--- config.mk ---
export PLATFORM = sky130hd
export DESIGN_NAME = nskt_ctrl
export DESIGN_NICKNAME = d
export VERILOG_FILES = /design/src/rtl/nskt_pkg.sv /design/src/rtl/nskt_ctrl.sv
export SDC_FILE = /design/constraint.sdc
export NUM_CORES = 1
export LEC_CHECK = 0
export ABC_AREA = 1
export BUFFER_PORTS_ARGS = -buffer_cell sky130_fd_sc_hd__buf_2
export CAP_MARGIN = 10
export CORE_AREA = 4 4 41 43
export DETAILED_ROUTE_END_ITERATION = 7
export DIE_AREA = 0 0 45 47
export GPL_ROUTABILITY_DRIVEN = 1
export GPL_TIMING_DRIVEN = 0
export PLACE_DENSITY = 0.56
export SLEW_MARGIN = 25
export SYNTH_ARGS = -nofsm -noshare
export SYNTH_HDL_FRONTEND = slang
export SYNTH_SLANG_ARGS = --single-unit
--- constraint.sdc ---
create_clock -name clk -period 1.1 [get_ports clk]
set_input_delay 0.055 -clock clk [delete_from_list [all_inputs] [get_ports clk]]
set_output_delay 0.055 -clock clk [all_outputs]
set_load 0.02 [all_outputs]
--- src/rtl/nskt_pkg.sv ---
// nskt_pkg: shared types and constants of the number suffix key table
// operation and outcome codes, controller state, command and status structs
// no dependencies
package nskt_pkg;

	localparam int CH_W      = 8;
	localparam int TAG_W     = 16;
	localparam int CAP_W     = 10;
	localparam int CNT_OUT_W = 10;
	localparam int OP_W      = 2;
	localparam int OUTC_W    = 3;

	localparam logic [CAP_W-1:0] CAP_RESET  = 10'd500;
	localparam logic [CH_W-1:0]  ASCII_ZERO = 8'd48;
	localparam logic [CH_W-1:0]  ASCII_NINE = 8'd57;

	typedef enum logic [OP_W-1:0] {
		OP_INSERT = 2'd0,
		OP_LOOKUP = 2'd1,
		OP_CLEAR  = 2'd2,
		OP_MARK   = 2'd3
	} op_t;

	typedef enum logic [OUTC_W-1:0] {
		RES_INSERTED = 3'd0,
		RES_DROPPED  = 3'd1,
		RES_HIT      = 3'd2,
		RES_MISS     = 3'd3,
		RES_CLEARED  = 3'd4,
		RES_MARKED   = 3'd5
	} outcome_t;

	typedef enum logic [1:0] {
		ST_IDLE = 2'd0,
		ST_READ = 2'd1,
		ST_CMP  = 2'd2,
		ST_EMIT = 2'd3
	} state_t;

	typedef struct packed {
		logic     acc_step;
		logic     acc_clear;
		logic     tbl_clear;
		logic     tbl_mark;
		logic     tbl_write;
		logic     scan_start;
		logic     scan_next;
		logic     rd_en;
		logic     pend_set;
		outcome_t pend_code;
		logic     out_load;
	} ctrl_cmd_t;

	typedef struct packed {
		logic key_empty;
		logic full;
		logic tbl_valid;
		logic cnt_zero;
		logic hit;
		logic at_end;
		logic out_busy;
	} dp_stat_t;

endpackage

--- src/rtl/nskt_ctrl.sv ---
// nskt_ctrl: controller state machine of the number suffix key table
// sequences accumulate, insert, clear, mark-valid, lookup scan and result hand-off
// depends on nskt_pkg for state, command and status types
module nskt_ctrl (
	input  logic                      clk,
	input  logic                      arst_n,
	input  logic                      item_valid,
	input  logic [nskt_pkg::OP_W-1:0] op,
	input  logic                      last_char,
	input  nskt_pkg::dp_stat_t        stat,
	output logic                      item_ready,
	output nskt_pkg::ctrl_cmd_t       cmd
);

	nskt_pkg::state_t state_q;
	nskt_pkg::state_t state_nx;
	nskt_pkg::op_t    op_in;

	assign op_in = nskt_pkg::op_t'(op);

	always_ff @(posedge clk or negedge arst_n) begin
		if (!arst_n) begin
			state_q <= nskt_pkg::ST_IDLE;
		end else begin
			state_q <= state_nx;
		end
	end

	always_comb begin
		state_nx       = state_q;
		item_ready     = 1'b0;
		cmd            = '0;
		cmd.pend_code  = nskt_pkg::RES_MISS;
		case (state_q)
			nskt_pkg::ST_IDLE: begin
				item_ready = 1'b1;
				if (item_valid) begin
					case (op_in)
						nskt_pkg::OP_CLEAR: begin
							cmd.tbl_clear = 1'b1;
							cmd.pend_set  = 1'b1;
							cmd.pend_code = nskt_pkg::RES_CLEARED;
							state_nx      = nskt_pkg::ST_EMIT;
						end
						nskt_pkg::OP_MARK: begin
							cmd.tbl_mark  = 1'b1;
							cmd.pend_set  = 1'b1;
							cmd.pend_code = nskt_pkg::RES_MARKED;
							state_nx      = nskt_pkg::ST_EMIT;
						end
						default: begin
							cmd.acc_step = 1'b1;
							if (last_char) begin
								cmd.acc_clear = 1'b1;
								if (op_in == nskt_pkg::OP_INSERT) begin
									cmd.pend_set = 1'b1;
									if (stat.key_empty || stat.full) begin
										cmd.pend_code = nskt_pkg::RES_DROPPED;
									end else begin
										cmd.tbl_write = 1'b1;
										cmd.pend_code = nskt_pkg::RES_INSERTED;
									end
									state_nx = nskt_pkg::ST_EMIT;
								end else if (stat.key_empty || !stat.tbl_valid ||
										stat.cnt_zero) begin
									cmd.pend_set  = 1'b1;
									cmd.pend_code = nskt_pkg::RES_MISS;
									state_nx      = nskt_pkg::ST_EMIT;
								end else begin
									cmd.scan_start = 1'b1;
									state_nx       = nskt_pkg::ST_READ;
								end
							end
						end
					endcase
				end
			end
			nskt_pkg::ST_READ: begin
				cmd.rd_en = 1'b1;
				state_nx  = nskt_pkg::ST_CMP;
			end
			nskt_pkg::ST_CMP: begin
				if (stat.hit) begin
					cmd.pend_set  = 1'b1;
					cmd.pend_code = nskt_pkg::RES_HIT;
					state_nx      = nskt_pkg::ST_EMIT;
				end else if (stat.at_end) begin
					cmd.pend_set  = 1'b1;
					cmd.pend_code = nskt_pkg::RES_MISS;
					state_nx      = nskt_pkg::ST_EMIT;
				end else begin
					cmd.scan_next = 1'b1;
					state_nx      = nskt_pkg::ST_READ;
				end
			end
			nskt_pkg::ST_EMIT: begin
				if (!stat.out_busy) begin
					cmd.out_load = 1'b1;
					state_nx     = nskt_pkg::ST_IDLE;
				end
			end
			default: begin
				state_nx = nskt_pkg::ST_IDLE;
			end
		endcase
	end

endmodule

# After elaboration in Yosys (flattened, before gate mapping)
# Cells that the tools add are included.
# totals
input_bits	13
register_bits	2
output_inout_bits	14
# classes
eq_ne	8
n_reduce_logical	8
n_mux	37
# ops
op	n
4-bit 2-to-1 mux	6
2-bit 2-to-1 mux	11
4-bit case mux with 2 select lines	2
1-bit 2-to-1 mux	15
6-bit 2-to-1 mux	2
2-bit == test (second input constant)	4
2-bit case mux with 4 select lines	1
2-bit logical NOT	2
2-bit != test (second input constant)	2
1-bit logical OR	3
3-bit != test (second input constant)	1
3-bit AND reduction	1
2-bit by 1-bit == test with 1-bit output (second input constant)	1
2-bit OR reduction	1
1-bit logical NOT	1

# Logic depth before layout (Yosys ltp)
# Gate-level depths: netlist (run 1).
# depth
ltp_word	9
ltp_mapped	7
mapped_depth_nobuf	7

# Worst setup path after synthesis (run 1)
# OpenSTA, ideal clock, no wires.
# synth_timing
path_kind	register to output
start	reg state_q[1]
end	out cmd[9] (netlist bit)
t_arrival_ns	1.240
t_required_ns	1.045
path_stages_with_launch	4
setup_slack_ns	-0.195
cell_sequence	dfrtp_1 > nor2_4 > nand2_4 > nor3_1
# synth_lines
element	line_no	source
start, declared	nskt_ctrl.sv:15	nskt_pkg::state_t state_q;
start signal, assigned	nskt_ctrl.sv:23	state_q <= nskt_pkg::ST_IDLE;
start signal, assigned	nskt_ctrl.sv:25	state_q <= state_nx;
end, declared	nskt_ctrl.sv:12	output nskt_pkg::ctrl_cmd_t cmd

==> impl_summary.log, run 1 <==
[metrics] number of top-level pins: 27
[metrics] Worst Hold Path EP: state_q[1]$_DFFE_PN0P_
[metrics] yosys warns: 0
[metrics] Die Ht: 47 µm
[metrics] class of the tightest hold or removal check: in -> reg
[metrics] min setup slack post-route: -0.181 ns
[metrics] outcome: finished with violations
[metrics] hold path startpoint: stat[0]
[metrics] Buf/Inv on CP: 1
[metrics] setup TNS: -1.67 ns
[metrics] critical path's top delay family: flip-flops
[metrics] top cells by area in the synthesized netlist: dfrtp_1 19%, nor2_1 17%, nand2_1 16%
[metrics] leftover overflow at the end of global routing: 0
[metrics] worst setup path startpoint: state_q[1]$_DFFE_PN0P_
[metrics] Core Rows: 13
[metrics] top flop regs: state_q x2
[metrics] unrepaired setup endpoints after global routing: yes
[metrics] Biggest register: state_q
[metrics] failing checks: negative setup slack
[metrics] Worst slew margin: 80.9%
[metrics] Critical R2R Capture: state_q[1]$_DFFE_PN0P_
[metrics] P per Cell Area: 2230 mW/mm²
[metrics] input/output buffers: 26
[metrics] maximum number of pins on one net before global-route repair: 8
[metrics] Final Cycle Share: 116%
[metrics] share of async-settable or async-resettable flops after synthesis: 100%
[metrics] TritonCTS clock tree: built
[metrics] number of instances in the synthesized netlist: 48
[metrics] actual slew at the worst max-slew pin: 0.283 ns
[metrics] static leakage: 0.000325 µW
[metrics] maximum level of the CTS H-tree: 1
[metrics] Largest register FFs: 2
[metrics] count of vias placed by the detailed router: 425
[metrics] Max Freq: 0.781 GHz
[metrics] area of the core: 0.00130 mm²
[metrics] CP max stage delay: 0.42 ns
[metrics] Worst R2R Path Depth: 6
[metrics] worst setup timing slack at the placement stage: -0.0954 ns
[metrics] most used standard cells in the synthesized netlist: 12 x nor2_1, 11 x nand2_1, 5 x inv_1, 5 x nand3_1
[metrics] via count normalized by instance count: 4.25
[metrics] synthesized flop and latch total: 2
[metrics] initial antenna violation count: 0
[metrics] Placer Congestion: 0.782
[metrics] clk slew on worst S/H paths: 0.03 ns
[metrics] iteration count of the initial detailed-routing pass: 4
[metrics] all-layer global routing usage: 9.64%
[metrics] launch point of the worst reg-to-reg path: state_q[1]$_DFFE_PN0P_
[metrics] most frequently used flop master after synthesis: dfrtp_1
[metrics] number of max-slew violations in the final report: 0
[metrics] average footprint of a synthesized cell: 5.50 µm²
[metrics] mean routed wirelength per cell: 9.22 µm
[metrics] initial cell density of the core: 20.3%
[metrics] most used standard cell by instance count after synthesis: nor2_1
[metrics] total of endpoints with negative setup slack in the final report: 13
[metrics] clock latency on the worst-skew pair: 0.22 ns
[metrics] total number of nets in the final design: 100
[metrics] Layout Skew: 0.000693 ns
[metrics] Die X: 45 µm
[metrics] number of violations of the max-capacitance limit: 0
[metrics] wire length of the first global-routing pass: 1.39 mm
[metrics] crit start category: flop
[metrics] total clock buffers created by CTS: 3
[metrics] post-detailed-route count of antenna-violating nets: 0
[metrics] total wirelength of the detailed-routed design: 922 µm
[metrics] detailed-route DRC error count: 0
[metrics] share of the core filled with cells: 47.8%
[metrics] cell area after synthesis: 264 µm²
[metrics] crit path max-delay cell type: dfrtp_2
[metrics] sequence of cells on the critical path: nor2_4 > nand2_4 > nor3_2 > a21oi_1 > buf_4
[metrics] clk sinks: 2
[metrics] design area: 622 µm²
[metrics] critical path type: reg -> out
[metrics] register-to-register setup slack: 0.01 ns
[metrics] Antenna Diode Count: 0
[metrics] post-synth top area cell: dfrtp_1
[metrics] kind of capture point of the worst setup path: output port
[metrics] post-synth cell types: 13
[metrics] Detailed Place HPWL: 737 µm
[metrics] growth of design area from synthesis to finish: 136%
[metrics] cell at the root of the clock tree: clkbuf_4
[metrics] via count of the first global-routing pass: 345
[metrics] Fin Hold WS: 0.115 ns
[metrics] hold depth: 3
[metrics] maximum resistive drop on vdd: 0.00128 V
[metrics] shortest period the worst path allows: 1.28 ns
[metrics] Hold Violations, Final: 0
[metrics] number of DRC markers in iteration 0: 4
[metrics] arrival time of data at the critical path endpoint: 1.23 ns
[metrics] critical path data required time: 1.04 ns
[metrics] highest fanout seen on the critical path: 6
[metrics] layout cells sized above 1: 63.5%
[metrics] Placed Area: 440 µm²
[metrics] total die area: 0.00212 mm²
[metrics] share of the synthesized area in the top cell type: 19.0%
[metrics] count of flip-flops with a built-in enable after synthesis: 0
[metrics] Seq/Total Area, Yosys: 19.0%
[metrics] Net Count, Synth: 61
[metrics] Clock Tree Buf Depth: 2
[where the power goes]
group / total, µW / internal [µW] / switching, µW
logic: 1060 / 497 / 563
clock network: 161 / 120 / 40.4
registers: 165 / 118 / 47.0
total: 1390 / 736 / 651
[kinds of logic after synthesis]
logic type	synth area share (%)
buffers and inverters	9.95
and+or+nand+nor	61.1
DFF	19.0
AOI/OAI and AO/OA	9.95
[stage by stage]
step	cells	total power [µW]
2_1_floorplan	48	631
3_3_place_gp	89	823
3_5_place_dp	89	830
4_1_cts	98	1320
5_1_grt	100	1520
6_report	100	1390
[worst register-to-register path, cell delays in order, from the launching register on]
cell and delay [ns]:
dfrtp_2 0.42, nor2_4 0.14, buf_4 0.13, buf_4 0.10, nand2_1 0.06, nand2_1 0.08, nand2_1 0.05
[cells in the final DEF, fill, tap and decap left out]
| master | n |
|---|---|
| dfrtp_1 | 1 |
| nand2_2 | 1 |
| nor3_2 | 3 |
| nor2_2 | 3 |
| o22ai_2 | 1 |
| inv_6 | 1 |
| nor2_4 | 3 |
| inv_2 | 2 |
| buf_6 | 6 |
| nand2_1 | 9 |
| inv_1 | 4 |
| nand3_1 | 5 |
| nor4_4 | 1 |
| nor2_1 | 7 |
| dlygate4sd3_1 | 1 |
| dfrtp_2 | 1 |
| o21ai_1 | 2 |
| a21oi_1 | 1 |
| clkbuf_4 | 3 |
| nand2_4 | 2 |
| o21ai_0 | 1 |
| buf_2 | 13 |
| buf_4 | 14 |
[how the worst max path moves through the flow]
stage                     endpoint  cells past startpoint  slack, ns
after floorplan             cmd[8]                      3      -0.09
after global placement      cmd[7]                      6      -0.08
after detailed placement    cmd[7]                      6       -0.1
after CTS                   cmd[4]                      5      -0.20
after global routing        cmd[1]                      5      -0.28
final                       cmd[1]                      5      -0.18
[what timing repair did]
action,4_1_cts,5_1_grt
resized for setup,28,6
buffers inserted,5,2
hold buffers,1,0
pin swaps,5,1
setup endpoints to repair,13,16
endpoints found under the hold margin,2,0
[layout make-up]
| class | instances | area [µm²] |
|---|---|---|
| Timing Repair Buffer | 34 | 248 |
| Sequential cell | 2 | 51.3 |
| Fill cell | 141 | 679 |
| Inverter | 7 | 31.3 |
| Clock buffer | 3 | 22.5 |
| Multi-Input combinational cell | 39 | 250 |
| Tap cell | 15 | 18.8 |
[routing by layer]
metal	vias up	share of wire, %	global-route usage, %
li1	230	-	-
met1	177	40	10.5
met2	18	50	14.7
met3	0	9.9	3.45
met4	0	0	8.77
met5	-	0	0
Note: power is estimated with default switching activity, not from simulation.
==> run 2: changes to the inputs <==
Settings changed: PLACE_DENSITY 0.56 to not set.
==> run 2 against run 1 <==
Effect of this change:
- the run still ends with negative setup slack left
- worst hold slack improved by 0.0057 ns
- maximum frequency down 4.7%
- routed wire length rose by 11%
- final cell count did not move
==> impl_summary.log, run 2 (synthesis results as in run 1) <==
[metrics] outcome: finished with violations (unchanged)
[metrics] failing checks: negative setup slack (unchanged)
[metrics] Clock Tree Buf Depth: 2 (unchanged)
[metrics] Die X: 45 µm (unchanged)
[metrics] clock latency on the worst-skew pair: 0.22 ns (about the same)
[metrics] area of the core: 0.00130 mm² (unchanged)
[metrics] Max Freq: 0.744 GHz (was 0.781 GHz)
[metrics] highest fanout seen on the critical path: 6 (unchanged)
[metrics] shortest period the worst path allows: 1.34 ns (was 1.28 ns)
[metrics] crit path max-delay cell type: dfrtp_2 (unchanged)
[metrics] part of the total power dissipated in combinational logic: 75.9% (was 76.5%)
[metrics] register-to-register setup slack: 0.03 ns (was 0.01 ns)
[metrics] Antenna Diode Count: 0 (unchanged)
[metrics] Detailed Place HPWL: 700 µm (was 737 µm)
[metrics] Core Rows: 13 (unchanged)
[metrics] Critical R2R Capture: state_q[1]$_DFFE_PN0P_ (unchanged)
[metrics] cell occurring most often along the worst timing path: buf_6
[metrics] switch share: 47.1% (was 46.9%)
[metrics] number of violations of the max-capacitance limit: 0 (unchanged)
[metrics] layout cells sized above 1: 63.5% (unchanged)
[metrics] wire length of the first global-routing pass: 1.61 mm (was 1.39 mm)
[metrics] sequence of cells on the critical path: nor2_4 > nand2_4 > buf_6 > nor3_4 > buf_6 (was nor2_4 > nand2_4 > nor3_2 > a21oi_1 > buf_4)
[metrics] total die area: 0.00212 mm² (unchanged)
[metrics] maximum resistive drop on vdd: 0.00128 V (about the same)
[metrics] Layout Skew: 0.000727 ns (was 0.000693 ns)
[metrics] clk slew on worst S/H paths: 0.03 ns (about the same)
[metrics] top flop regs: state_q x2 (unchanged)
[metrics] commonest non-fill, non-tap cell in the layout: buf_2 (was buf_4)
[metrics] class of the tightest hold or removal check: in -> reg (unchanged)
[metrics] internal power: 751 µW (was 736 µW)
[metrics] Placer Congestion: 0.739 (was 0.782)
[metrics] sequential power share: 12.8% (was 11.9%)
[metrics] Final Cycle Share: 122% (was 116%)
[metrics] number of top-level pins: 27 (unchanged)
[metrics] launch point of the worst reg-to-reg path: state_q[1]$_DFFE_PN0P_ (unchanged)
[metrics] initial cell density of the core: 20.3% (unchanged)
[metrics] share of the core filled with cells: 48.9% (was 47.8%)
[metrics] CP max stage delay: 0.42 ns (about the same)
[metrics] critical path type: reg -> out (unchanged)
[metrics] maximum number of pins on one net before global-route repair: 8 (unchanged)
[metrics] number of DRC markers in iteration 0: 2 (was 4)
[metrics] detailed-route DRC error count: 0 (unchanged)
[metrics] Worst slew margin: 79.9% (was 80.9%)
[metrics] Net Sw Power: 669 µW (was 651 µW)
[metrics] number of max-slew violations in the final report: 0 (unchanged)
[metrics] count of vias placed by the detailed router: 443 (was 425)
[metrics] post-detailed-route count of antenna-violating nets: 0 (unchanged)
[metrics] P per Cell Area: 2230 mW/mm² (about the same)
[metrics] Largest register FFs: 2 (unchanged)
[metrics] fraction of power consumed by the clock network: 11.3% (was 11.6%)
[metrics] Worst Hold Path EP: state_q[1]$_DFFE_PN0P_ (unchanged)
[metrics] via count of the first global-routing pass: 435 (was 345)
[metrics] leftover overflow at the end of global routing: 0 (unchanged)
[metrics] total clock buffers created by CTS: 3 (unchanged)
[metrics] actual slew at the worst max-slew pin: 0.298 ns (was 0.283 ns)
[metrics] total wirelength of the detailed-routed design: 1.03 mm (was 922 µm)
[metrics] total of endpoints with negative setup slack in the final report: 12 (was 13)
[metrics] fill cell instance count of the final layout: 147 (was 141)
[metrics] top library cells by usage in the layout, fill and taps aside: 14 x buf_2, 10 x buf_4, 9 x nand2_1, 9 x buf_6, 8 x nor2_1 (was 14 x buf_4, 13 x buf_2, 9 x nand2_1)
[metrics] initial antenna violation count: 0 (unchanged)
[metrics] critical path data required time: 1.04 ns (about the same)
[metrics] Biggest register: state_q (unchanged)
[metrics] mean routed wirelength per cell: 10.3 µm (was 9.22 µm)
[metrics] cell at the root of the clock tree: clkbuf_4 (unchanged)
[metrics] unrepaired setup endpoints after global routing: yes (unchanged)
[metrics] Die Ht: 47 µm (unchanged)
[metrics] Hold Violations, Final: 0 (unchanged)
[metrics] growth of design area from synthesis to finish: 141% (was 136%)
[metrics] all-layer global routing usage: 10.1% (was 9.64%)
[metrics] input/output buffers: 26 (unchanged)
[metrics] hold path startpoint: stat[0] (unchanged)
[metrics] crit start category: flop (unchanged)
[metrics] maximum level of the CTS H-tree: 1 (unchanged)
[metrics] hold depth: 3 (unchanged)
[metrics] static leakage: 0.000331 µW (was 0.000325 µW)
[metrics] kind of capture point of the worst setup path: output port (unchanged)
[metrics] clk sinks: 2 (unchanged)
[metrics] iteration count of the initial detailed-routing pass: 2 (was 4)
[metrics] Worst R2R Path Depth: 7 (was 6)
[metrics] total number of nets in the final design: 100 (unchanged)
[metrics] total power after layout: 1420 µW (was 1390 µW)
[metrics] via count normalized by instance count: 4.43 (was 4.25)
[metrics] TritonCTS clock tree: built (unchanged)
[metrics] arrival time of data at the critical path endpoint: 1.29 ns (was 1.23 ns)
[metrics] min setup slack post-route: -0.244 ns (was -0.181 ns)
run 2: cell count changes in the layout (fill, tap and decap cells not counted), moves of 2 or more:
cell and delta:
buf_4 -4, buf_6 +3, nor3_2 -2, nor3_4 +2
run 2: area by class of cell:
cell class              count  area [µm²]  share of cell area, %
clock buffers               3        22.5                   3.54
inverters                   7        31.3                   4.91
flip-flops and latches      2        52.6                   8.25
well taps                  15        18.8                   2.95
multi-input cells          39         255                   40.1
repair buffers             34         256                   40.3
run 2: power groups by stage:
stage	sequential [µW]	combinational, µW	clock, µW
floorplan	174	457	0
global placement	182	638	0
detailed placement	183	641	0
CTS	164	941	173
global route	187	1170	183
finish	182	1080	161
run 2: worst max path at each step:
stage	depth (start not counted)	startpoint	end	slack, ns
6_report	5	state_q[1]$_DFFE_PN0P_	cmd[9]	-0.24
5_1_grt	6	state_q[1]$_DFFE_PN0P_	cmd[11]	-0.32
4_1_cts	6	state_q[0]$_DFFE_PN0P_	cmd[11]	-0.23
3_5_place_dp	6	state_q[1]$_DFFE_PN0P_	cmd[11]	-0.11
3_3_place_gp	6	state_q[1]$_DFFE_PN0P_	cmd[7]	-0.08
2_1_floorplan	3	state_q[1]$_DFFE_PN0P_	cmd[8]	-0.09
run 2: metrics by stage:
step	worst slack, ns	instance area [µm²]	TNS, ns	cells	hold WS, ns
6_report	-0.244	637	-1.82	100	0.121
5_1_grt	-0.323	637	-2.95	100	0.140
4_1_cts	-0.227	584	-1.86	99	0.117
3_5_place_dp	-0.109	440	-0.397	89	-0.159
3_3_place_gp	-0.0801	440	-0.286	89	-0.159
2_1_floorplan	-0.0877	292	-0.445	48	-0.241
run 2: critical path: cells and delay by family, from the launching register on:
family                 cells  cell delay (ns)
flip-flops                 1             0.42
buffers and inverters      2             0.27
AND/OR/NAND/NOR            3             0.38
run 2: routing by layer:
| layer | vias up | GRT usage, % | share of wire (%) |
|---|---|---|---|
| li1 | 229 | - | - |
| met1 | 195 | 11.2 | 35 |
| met2 | 19 | 18.6 | 54 |
| met3 | 0 | 1.53 | 11 |
| met4 | 0 | 5.26 | 0 |
| met5 | - | 0 | 0 |
run 2: what timing repair did:
action / in CTS / in global routing
buffers inserted: 6 / 1
pin swaps: 7 / 4
resized for setup: 25 / 11
hold endpoints to repair: 2 / 0
hold buffers: 1 / 0
endpoints found under the setup margin: 12 / 15
